File: config.mk
export PLATFORM = sky130hd
export DESIGN_NAME = rgb_led_bit_angle_scanner
export DESIGN_NICKNAME = d
export VERILOG_FILES = /design/src/rtl/rbas_pkg.sv /design/src/rtl/rbas_lane.sv /design/src/rtl/rbas_word.sv /design/src/rtl/rgb_led_bit_angle_scanner.sv
export SDC_FILE = /design/constraint.sdc
export NUM_CORES = 2
export LEC_CHECK = 0
export ABC_AREA = 1
export BUFFER_PORTS_ARGS = -buffer_cell sky130_fd_sc_hd__buf_2
export CELL_PAD_IN_SITES_DETAIL_PLACEMENT = 1
export CELL_PAD_IN_SITES_GLOBAL_PLACEMENT = 1
export CORE_AREA = 3 3 374 376
export DETAILED_ROUTE_END_ITERATION = 6
export DIE_AREA = 0 0 377 379
export PLACE_DENSITY_LB_ADDON = 0.1
export SYNTH_ARGS = -nofsm -noshare
export SYNTH_HDL_FRONTEND = slang
export SYNTH_SLANG_ARGS = --single-unit
File: constraint.sdc
create_clock -name i_clk -period 7.94 [get_ports i_clk]
set_input_delay 2.382 -clock i_clk [delete_from_list [all_inputs] [get_ports i_clk]]
set_output_delay 2.382 -clock i_clk [all_outputs]
set_load 0.01 [all_outputs]
File: src/rtl/rbas_pkg.sv
// Shared types, sizes and command codes for the RGB LED bit-angle scanner.
// Used by every module in the rtl folder; has no dependencies of its own.
package rbas_pkg;

    localparam int LED_COUNT   = 16;
    localparam int PLANE_COUNT = 8;
    localparam int GRID_ROWS   = 4;

    localparam int LED_COLS  = ((LED_COUNT / GRID_ROWS) > 0) ? (LED_COUNT / GRID_ROWS) : 1;
    localparam int ROW_COUNT = ((LED_COUNT - 1) / LED_COLS) + 1;

    localparam int IDX_W   = $clog2(LED_COUNT);
    localparam int ROW_W   = (ROW_COUNT > 1) ? $clog2(ROW_COUNT) : 1;
    localparam int COL_W   = (LED_COLS > 1) ? $clog2(LED_COLS) : 1;
    localparam int PLANE_W = $clog2(PLANE_COUNT + 1);

    localparam int CMD_W    = 3;
    localparam int LED_W    = 4;
    localparam int CH_W     = 8;
    localparam int LEVEL_W  = 9;
    localparam int COLOR_W  = 3 * CH_W;
    localparam int SHIFT_W  = 12;
    localparam int HOLD_W   = 8;
    localparam int COLSEL_W = 4;

    localparam logic [LEVEL_W-1:0] LEVEL_FULL = 9'd256;

    typedef enum logic [CMD_W-1:0] {
        CMD_TICK      = 3'd0,
        CMD_SET_COLOR = 3'd1,
        CMD_SET_LEVEL = 3'd2,
        CMD_ON        = 3'd3,
        CMD_OFF       = 3'd4,
        CMD_ON_CL     = 3'd5,
        CMD_OFF_CL    = 3'd6,
        CMD_QUERY     = 3'd7
    } t_cmd;

    typedef enum logic [2:0] {
        S_IDLE,
        S_SCALE,
        S_UPDATE,
        S_EMIT,
        S_REPLY
    } t_state;

    // Selects which kind of output word the formatter builds.
    typedef struct packed {
        logic                reply;
        logic                blank;
        logic [PLANE_W-1:0]  plane;
    } t_word_ctl;

    typedef struct packed {
        logic                reply_kind;
        logic [COLSEL_W-1:0] column_select;
        logic [SHIFT_W-1:0]  shift_word;
        logic [HOLD_W-1:0]   hold_weight;
        logic                last;
        logic [CH_W-1:0]     red;
        logic [CH_W-1:0]     green;
        logic [CH_W-1:0]     blue;
        logic [LEVEL_W-1:0]  level;
        logic                is_on;
    } t_result;

endpackage

File: src/rtl/rbas_lane.sv
// One colour channel lane: scales a channel by a Q1.8 level and saturates.
// Depends on rbas_pkg; three copies run side by side in the top level.
module rbas_lane import rbas_pkg::*; (
    input  logic               i_clk,
    input  logic               i_en,
    input  logic [CH_W-1:0]    i_channel,
    input  logic [LEVEL_W-1:0] i_level,
    output logic [CH_W-1:0]    o_scaled
);

    logic [CH_W+LEVEL_W-1:0] s_prod;
    logic [LEVEL_W-1:0]      s_shift;
    logic [CH_W-1:0]         n_scaled;
    logic [CH_W-1:0]         r_scaled;

    always_comb begin
        s_prod  = {{LEVEL_W{1'b0}}, i_channel} * {{CH_W{1'b0}}, i_level};
        s_shift = s_prod[CH_W+LEVEL_W-1:CH_W];
        // Levels above 1.0 can push the product past full scale.
        if (s_shift[LEVEL_W-1:CH_W] != '0) begin
            n_scaled = '1;
        end else begin
            n_scaled = s_shift[CH_W-1:0];
        end
    end

    always_ff @(posedge i_clk) begin
        if (i_en) begin
            r_scaled <= n_scaled;
        end
    end

    assign o_scaled = r_scaled;

endmodule

File: src/rtl/rbas_word.sv
// Output word formatter: builds a plane word, the blank word or a query reply.
// Depends on rbas_pkg; driven by the sequencer in the top level.
module rbas_word import rbas_pkg::*; (
    input  t_word_ctl           i_ctl,
    input  logic [COLOR_W-1:0]  i_shown,
    input  logic [ROW_W-1:0]    i_row,
    input  logic [COL_W-1:0]    i_col,
    input  logic                i_hit,
    input  logic [COLOR_W-1:0]  i_color,
    input  logic [LEVEL_W-1:0]  i_level,
    input  logic                i_lit,
    output t_result             o_result
);

    logic [2:0]          s_plane;
    logic [SHIFT_W-1:0]  s_word;
    logic [COLSEL_W-1:0] s_sel;

    assign s_plane = 3'(i_ctl.plane);

    // Channel c of the scanned LED lands at bit 3*row+c; bits past the word are dropped.
    always_comb begin
        s_word = '0;
        for (int j = 0; j < SHIFT_W; j++) begin
            for (int c = 0; c < 3; c++) begin
                if ((32'(i_row) * 3 + c) == j) begin
                    s_word[j] = i_shown[CH_W * c + int'(s_plane)];
                end
            end
        end
    end

    always_comb begin
        s_sel = '0;
        for (int k = 0; k < COLSEL_W; k++) begin
            s_sel[k] = (32'(i_col) == k);
        end
    end

    always_comb begin
        o_result = '0;
        if (i_ctl.reply) begin
            o_result.reply_kind = 1'b1;
            if (i_hit) begin
                o_result.red   = i_color[CH_W-1:0];
                o_result.green = i_color[2*CH_W-1:CH_W];
                o_result.blue  = i_color[3*CH_W-1:2*CH_W];
                o_result.level = i_level;
                o_result.is_on = i_lit;
            end
        end else begin
            o_result.column_select = s_sel;
            if (i_ctl.blank) begin
                o_result.last = 1'b1;
            end else begin
                o_result.shift_word  = s_word;
                o_result.hold_weight = HOLD_W'(1) << s_plane;
            end
        end
    end

endmodule

File: src/rtl/rgb_led_bit_angle_scanner.sv
// A tick gives its plane words from the emit state, one word a cycle while the output is not
// stalled, PLANE_COUNT+1 words in all; the input is held off until the tick is done.
// A query reply is loaded from the reply state; a write passes the scale state, where the
// three channel lanes register their scaled values, then the update state that stores them.
// Output stalls stretch ticks and replies. Synchronous active-low reset restores all LED
// state (colour 0, level 1.0, off) and the scan position.
module rgb_led_bit_angle_scanner import rbas_pkg::*; (
    input  logic               i_clk,
    input  logic               i_rst_n,
    input  logic               i_valid,
    output logic               o_stall,
    input  logic [CMD_W-1:0]   i_command,
    input  logic [LED_W-1:0]   i_led,
    input  logic [CH_W-1:0]    i_red_in,
    input  logic [CH_W-1:0]    i_green_in,
    input  logic [CH_W-1:0]    i_blue_in,
    input  logic [LEVEL_W-1:0] i_level_in,
    output logic               o_valid,
    input  logic               i_stall,
    output logic               o_reply_kind,
    output logic [COLSEL_W-1:0] o_column_select,
    output logic [SHIFT_W-1:0] o_shift_word,
    output logic [HOLD_W-1:0]  o_hold_weight,
    output logic               o_last,
    output logic [CH_W-1:0]    o_red_out,
    output logic [CH_W-1:0]    o_green_out,
    output logic [CH_W-1:0]    o_blue_out,
    output logic [LEVEL_W-1:0] o_level_out,
    output logic               o_is_on
);

    t_state r_state;
    t_state n_state;

    t_cmd               r_cmd;
    logic [IDX_W-1:0]   r_idx;
    logic               r_hit;
    logic [COLOR_W-1:0] r_color_in;
    logic [LEVEL_W-1:0] r_level_in;

    logic [COLOR_W-1:0] r_color [LED_COUNT];
    logic [LEVEL_W-1:0] r_level [LED_COUNT];
    logic [LED_COUNT-1:0] r_lit;
    logic [COLOR_W-1:0] r_shown [LED_COUNT];

    logic [IDX_W-1:0]   r_scan_pos;
    logic [ROW_W-1:0]   r_scan_row;
    logic [COL_W-1:0]   r_scan_col;
    logic [PLANE_W-1:0] r_plane;

    t_result r_out;
    logic    r_out_valid;

    logic s_in_hit;
    logic s_accept;
    logic s_out_free;
    logic s_scale_en;
    logic s_commit;
    logic s_load;
    logic s_blank;

    logic [COLOR_W-1:0] s_lane_color;
    logic [LEVEL_W-1:0] s_lane_level;
    logic [CH_W-1:0]    s_red_sc;
    logic [CH_W-1:0]    s_green_sc;
    logic [CH_W-1:0]    s_blue_sc;
    logic [COLOR_W-1:0] s_new_shown;

    t_word_ctl s_ctl;
    t_result   s_word;

    assign s_in_hit   = (32'(i_led) < LED_COUNT);
    assign s_out_free = !r_out_valid || !i_stall;
    assign s_blank    = (r_plane == PLANE_W'(PLANE_COUNT));

    // Next state.
    always_comb begin
        n_state = r_state;
        case (r_state)
            S_IDLE: begin
                if (i_valid) begin
                    if (t_cmd'(i_command) == CMD_TICK) begin
                        n_state = S_EMIT;
                    end else if (t_cmd'(i_command) == CMD_QUERY) begin
                        n_state = S_REPLY;
                    end else if (s_in_hit) begin
                        n_state = S_SCALE;
                    end
                end
            end
            S_SCALE:  n_state = S_UPDATE;
            S_UPDATE: n_state = S_IDLE;
            S_EMIT: begin
                if (s_out_free && s_blank) begin
                    n_state = S_IDLE;
                end
            end
            S_REPLY: begin
                if (s_out_free) begin
                    n_state = S_IDLE;
                end
            end
            default: n_state = S_IDLE;
        endcase
    end

    // State outputs.
    always_comb begin
        o_stall    = 1'b1;
        s_scale_en = 1'b0;
        s_commit   = 1'b0;
        s_load     = 1'b0;
        case (r_state)
            S_IDLE:   o_stall = 1'b0;
            S_SCALE:  s_scale_en = 1'b1;
            S_UPDATE: s_commit = 1'b1;
            S_EMIT:   s_load = s_out_free;
            S_REPLY:  s_load = s_out_free;
            default:  o_stall = 1'b1;
        endcase
    end

    assign s_accept = i_valid && !o_stall;

    always_ff @(posedge i_clk) begin
        if (!i_rst_n) begin
            r_state <= S_IDLE;
        end else begin
            r_state <= n_state;
        end
    end

    always_ff @(posedge i_clk) begin
        if (s_accept) begin
            r_cmd      <= t_cmd'(i_command);
            r_idx      <= IDX_W'(i_led);
            r_hit      <= s_in_hit;
            r_color_in <= {i_blue_in, i_green_in, i_red_in};
            r_level_in <= i_level_in;
        end
    end

    // The commands that carry a colour or a level scale with it; the rest use the stored one.
    always_comb begin
        if (r_cmd == CMD_SET_COLOR || r_cmd == CMD_ON_CL || r_cmd == CMD_OFF_CL) begin
            s_lane_color = r_color_in;
        end else begin
            s_lane_color = r_color[r_idx];
        end
        if (r_cmd == CMD_SET_LEVEL || r_cmd == CMD_ON_CL || r_cmd == CMD_OFF_CL) begin
            s_lane_level = r_level_in;
        end else begin
            s_lane_level = r_level[r_idx];
        end
    end

    rbas_lane u_lane_red (
        .i_clk     (i_clk),
        .i_en      (s_scale_en),
        .i_channel (s_lane_color[CH_W-1:0]),
        .i_level   (s_lane_level),
        .o_scaled  (s_red_sc)
    );

    rbas_lane u_lane_green (
        .i_clk     (i_clk),
        .i_en      (s_scale_en),
        .i_channel (s_lane_color[2*CH_W-1:CH_W]),
        .i_level   (s_lane_level),
        .o_scaled  (s_green_sc)
    );

    rbas_lane u_lane_blue (
        .i_clk     (i_clk),
        .i_en      (s_scale_en),
        .i_channel (s_lane_color[3*CH_W-1:2*CH_W]),
        .i_level   (s_lane_level),
        .o_scaled  (s_blue_sc)
    );

    assign s_new_shown = {s_blue_sc, s_green_sc, s_red_sc};

    // LED state update; write items only reach here with an LED number in range.
    always_ff @(posedge i_clk) begin
        if (!i_rst_n) begin
            for (int i = 0; i < LED_COUNT; i++) begin
                r_color[i] <= '0;
                r_level[i] <= LEVEL_FULL;
                r_shown[i] <= '0;
            end
            r_lit <= '0;
        end else if (s_commit) begin
            case (r_cmd)
                CMD_SET_COLOR: begin
                    r_color[r_idx] <= r_color_in;
                    if (r_lit[r_idx]) begin
                        r_shown[r_idx] <= s_new_shown;
                    end
                end
                CMD_SET_LEVEL: begin
                    r_level[r_idx] <= r_level_in;
                    if (r_lit[r_idx]) begin
                        r_shown[r_idx] <= s_new_shown;
                    end
                end
                CMD_ON: begin
                    if (!r_lit[r_idx]) begin
                        r_shown[r_idx] <= s_new_shown;
                        r_lit[r_idx]   <= 1'b1;
                    end
                end
                CMD_OFF: begin
                    if (r_lit[r_idx]) begin
                        r_shown[r_idx] <= '0;
                        r_lit[r_idx]   <= 1'b0;
                    end
                end
                CMD_ON_CL: begin
                    r_color[r_idx] <= r_color_in;
                    r_level[r_idx] <= r_level_in;
                    r_shown[r_idx] <= s_new_shown;
                    r_lit[r_idx]   <= 1'b1;
                end
                CMD_OFF_CL: begin
                    r_color[r_idx] <= r_color_in;
                    r_level[r_idx] <= r_level_in;
                    r_shown[r_idx] <= '0;
                    r_lit[r_idx]   <= 1'b0;
                end
                default: begin
                end
            endcase
        end
    end

    // Scan position is kept as row and column alongside the linear index.
    always_ff @(posedge i_clk) begin
        if (!i_rst_n) begin
            r_scan_pos <= '0;
            r_scan_row <= '0;
            r_scan_col <= '0;
        end else if (s_load && r_state == S_EMIT && s_blank) begin
            if (r_scan_pos == IDX_W'(LED_COUNT - 1)) begin
                r_scan_pos <= '0;
                r_scan_row <= '0;
                r_scan_col <= '0;
            end else begin
                r_scan_pos <= r_scan_pos + 1'b1;
                if (r_scan_col == COL_W'(LED_COLS - 1)) begin
                    r_scan_col <= '0;
                    r_scan_row <= r_scan_row + 1'b1;
                end else begin
                    r_scan_col <= r_scan_col + 1'b1;
                end
            end
        end
    end

    always_ff @(posedge i_clk) begin
        if (!i_rst_n) begin
            r_plane <= '0;
        end else if (s_accept) begin
            r_plane <= '0;
        end else if (s_load && r_state == S_EMIT && !s_blank) begin
            r_plane <= r_plane + 1'b1;
        end
    end

    assign s_ctl.reply = (r_state == S_REPLY);
    assign s_ctl.blank = s_blank;
    assign s_ctl.plane = r_plane;

    rbas_word u_word (
        .i_ctl    (s_ctl),
        .i_shown  (r_shown[r_scan_pos]),
        .i_row    (r_scan_row),
        .i_col    (r_scan_col),
        .i_hit    (r_hit),
        .i_color  (r_color[r_idx]),
        .i_level  (r_level[r_idx]),
        .i_lit    (r_lit[r_idx]),
        .o_result (s_word)
    );

    always_ff @(posedge i_clk) begin
        if (!i_rst_n) begin
            r_out_valid <= 1'b0;
        end else if (s_load) begin
            r_out_valid <= 1'b1;
        end else if (!i_stall) begin
            r_out_valid <= 1'b0;
        end
    end

    always_ff @(posedge i_clk) begin
        if (s_load) begin
            r_out <= s_word;
        end
    end

    assign o_valid         = r_out_valid;
    assign o_reply_kind    = r_out.reply_kind;
    assign o_column_select = r_out.column_select;
    assign o_shift_word    = r_out.shift_word;
    assign o_hold_weight   = r_out.hold_weight;
    assign o_last          = r_out.last;
    assign o_red_out       = r_out.red;
    assign o_green_out     = r_out.green;
    assign o_blue_out      = r_out.blue;
    assign o_level_out     = r_out.level;
    assign o_is_on         = r_out.is_on;

    a_blank_is_empty: assert property (@(posedge i_clk) disable iff (!i_rst_n)
        (o_valid && o_last) |-> (o_shift_word == '0 && o_hold_weight == '0 && !o_reply_kind))
        else $error("blank word carries plane data");

    a_reply_no_scan: assert property (@(posedge i_clk) disable iff (!i_rst_n)
        (o_valid && o_reply_kind) |-> (o_column_select == '0 && !o_last))
        else $error("query reply carries scan fields");

    a_scan_in_range: assert property (@(posedge i_clk) disable iff (!i_rst_n)
        (32'(r_scan_pos) < LED_COUNT))
        else $error("scan position out of range");

    a_plane_in_range: assert property (@(posedge i_clk) disable iff (!i_rst_n)
        (r_state == S_EMIT) |-> (32'(r_plane) <= PLANE_COUNT && o_stall))
        else $error("plane counter overran during refresh");

endmodule
==> flow_summary_export.csv <==
group,metric,value,unit
yosys,ys_ff_latch,1076,
yosys,yosysSeqAreaShare,58.4,%
global_route,antenna_found_initial,3,
clock_tree,clock_latency,750,ps
sta,hold_violations,0,
drt,drc_errors,0,
place,gp_congestion,0.855,
yosys,synth_top_area_share,56.9,%
sta,fin_crit_sh,85.6,%
place,io_buffers,105,
clock_tree,hold_buffers,0,
drt,wirelength,189,mm
layout,fillerInstances,15300,
global_route,grt_pass1_vias,42000,
clock_tree,cts_tree,"built",
critical_path,cp-end-kind,"flop",
drt,antenna_left,0,
yosys,yosys-top-cells-area,"edfxtp_1 57%, nor2_1 11%, fa_1 4.5%",
run_status,status,"finished, final reports clean",
global_route,grt_overflow,0,
clock_tree,cts.sinks,1076,
place,dp_cells,7186,
yosys,synth_ff_type,"edfxtp_1",
sta,drv_slew,0,
run,drv_cap,0,
critical_path,slowest_stage,"fa_1",
yosys,synthDistinctLibCells,52,
drt,via_per_inst,5.57,
sta,worst_slack,1140,ps
sta,relSlewSlack,18.3,%
drt,wl_per_cell,25.6,um
sta,fmax,0.147,GHz
yosys,syn_nets,5799,
layout,antenna_cells,0,
clock_tree,clock_path_buffers,3,
global_route,grt_max_degree,116,
sta,final.setup.tns,0,ps
clock_tree,cts.repair.resized,0,
clock_tree,post_cts_buffers,0,
drt,via_count,41200,
sta,rsz0062_at_grt,"no",
critical_path,arrival,7270,ps
layout,drive_above_1_share,8.62,%
floorplan,initial_core_util,39.8,%
yosys,syn_area,0.0546,mm2
floorplan,die_h,379,um
clock_tree,cts_buffers,119,
critical_path,path_max_fanout,81,
clock_tree,htreeDepth,3,
yosys,syn_inst,5511,
clock_tree,cts_root_buffer,"clkbuf_16",
place,dp_slack,1250,ps
sta,setup_viol,0,
layout,area_growth,10.5,%
global_route,grt_pass1_wl,280,mm
yosys,post-synth-top-count-cell,"nor2_1",
global_route,grt_usage,26.3,%
critical_path,worst_path_largest_cell_delay,540,ps
drt,drt_first_pass_iters,7,
yosys,synth_edf_count,1036,
drt,dr.first_iter.drc_count,3205,
yosys,ys_warn_count,0,
floorplan,ios,106,
floorplan,die_width,377,um
yosys,synthTopCellsByCount,"1,650 x nor2_1, 1,036 x edfxtp_1, 578 x nand2_1, 447 x o21ai_0, 334 x inv_1",
yosys,syn_avg_cell_area,9.92,um2
critical_path,cp.required,8410,ps
floorplan,core_area,0.137,mm2
floorplan,dieArea,0.143,mm2
critical_path,cp-start-kind,"flop",
yosys,yosysTopAreaCell,"edfxtp_1",
sta,tightest_slew,1230,ps
yosys,async_reset_ff_share,0,%
sta,period_minus_slack,6800,ps
layout,fin_cells,7399,
place,dpl.hpwl,120,mm
hold_path,hold_class,"flop to flop",
sta,skew,43.6,ps
critical_path,path_class,"flop to flop",
layout,final_net_count,5801,
floorplan,num_rows,136,
clock_tree,clk_pin_slew,60,ps
[cell usage in the layout (no fill, tap or decap), types with 7 or more instances in the layout]
cell type and n:
nor2_1 1647, edfxtp_1 1036, nand2_1 576, o21ai_0 447
inv_1 331, nand3_1 251, a21oi_1 127, fa_1 123
ha_1 121, clkbuf_16 120, buf_4 115, buf_2 105
o221ai_1 102, o211ai_1 89, clkinv_1 85, o22ai_1 35
dfxtp_1 33, clkbuf_1 24, nor3_1 21, nand3_2 20
clkinv_2 20, o21ai_2 19, o21ai_1 18, inv_2 17
nand2_4 11, nand2_2 10, xor2_1 8, buf_12 8
bufinv_16 7
[area by class of cell]
type	count	area (um2)	share of cell area, %
sequential	1076	31900	52.9
multi-input combinational	3686	19500	32.3
clock buffer	144	3090	5.12
tap	1794	2240	3.72
timing repair buffer	228	1550	2.56
inverter	402	1530	2.53
clock inverter	69	526	0.870
[metrics by stage]
step           cell area, um2  hold slack, ps  utilization (%)
6_report                60400             480             44.0
5_1_grt                 60400             506             44.0
4_1_cts                 60400             477             44.0
3_5_place_dp            56800             468             41.4
3_3_place_gp            56800             457             41.4
2_1_floorplan           54600             450                -
[path summary, 6_finish.rpt]
| check | from | end | slack [ps] | cells after the start |
|---|---|---|---|---|
| setup / recovery | flop | u_lane_blue.o_scaled[5] | 1140 | 25 |
| hold / removal | flop | flop | 480 | 2 |
| setup reg to reg | flop | u_lane_blue.o_scaled[5] | 1140 | 25 |
| hold reg to reg | flop | flop | 480 | 2 |
[cells by family (layout without fill, tap and decap cells)]
| group | after synthesis | in the layout | share of synthesized area (%) |
|---|---|---|---|
| compound gates | 867 | 867 | 9.44 |
| xor+xnor | 11 | 11 | 0.176 |
| fa+ha+maj | 244 | 244 | 7.28 |
| buf+inv | 749 | 843 | 5.91 |
| flops | 1076 | 1076 | 58.4 |
| simple gates | 2564 | 2564 | 18.8 |
[sequential cells by signal (all words and copies together), names as in the netlist, 4 cells and up, named ones only]
register               flops
o_blue_out                 8
o_column_select            4
o_green_out                8
o_hold_weight              8
o_level_out                9
o_red_out                  8
o_shift_word              12
r_color                  384
r_color_in                24
r_idx                      4
r_level                  144
r_level_in                 9
r_plane                    4
r_scan_pos                 4
r_shown                  384
u_lane_blue.o_scaled       8
u_lane_green.o_scaled      8
u_lane_red.o_scaled        8
[metal layers]
| layer | part of all wire [%] | routed length (um) | vias up | GRT usage (%) |
|---|---|---|---|---|
| met5 | 0.0069 | 13 | - | 0 |
| met4 | 2.6 | 4900 | 2 | 7.38 |
| met3 | 4.4 | 8300 | 246 | 2.67 |
| met2 | 49 | 93000 | 1017 | 45.2 |
| met1 | 44 | 82800 | 21300 | 35.3 |
| li1 | - | - | 18700 | - |
[worst max-delay path, delay by kind of cell, from the launching register on]
family,cells,cell delay (ps)
AOI/OAI and AO/OA,6,1160
buffers and inverters,8,1560
and+or+nand+nor,6,830
DFF,1,490
adders and majority gates,5,2330
Power is not shown: default switching activity piles up to over one toggle a cycle in this logic, so the estimate is an artifact.
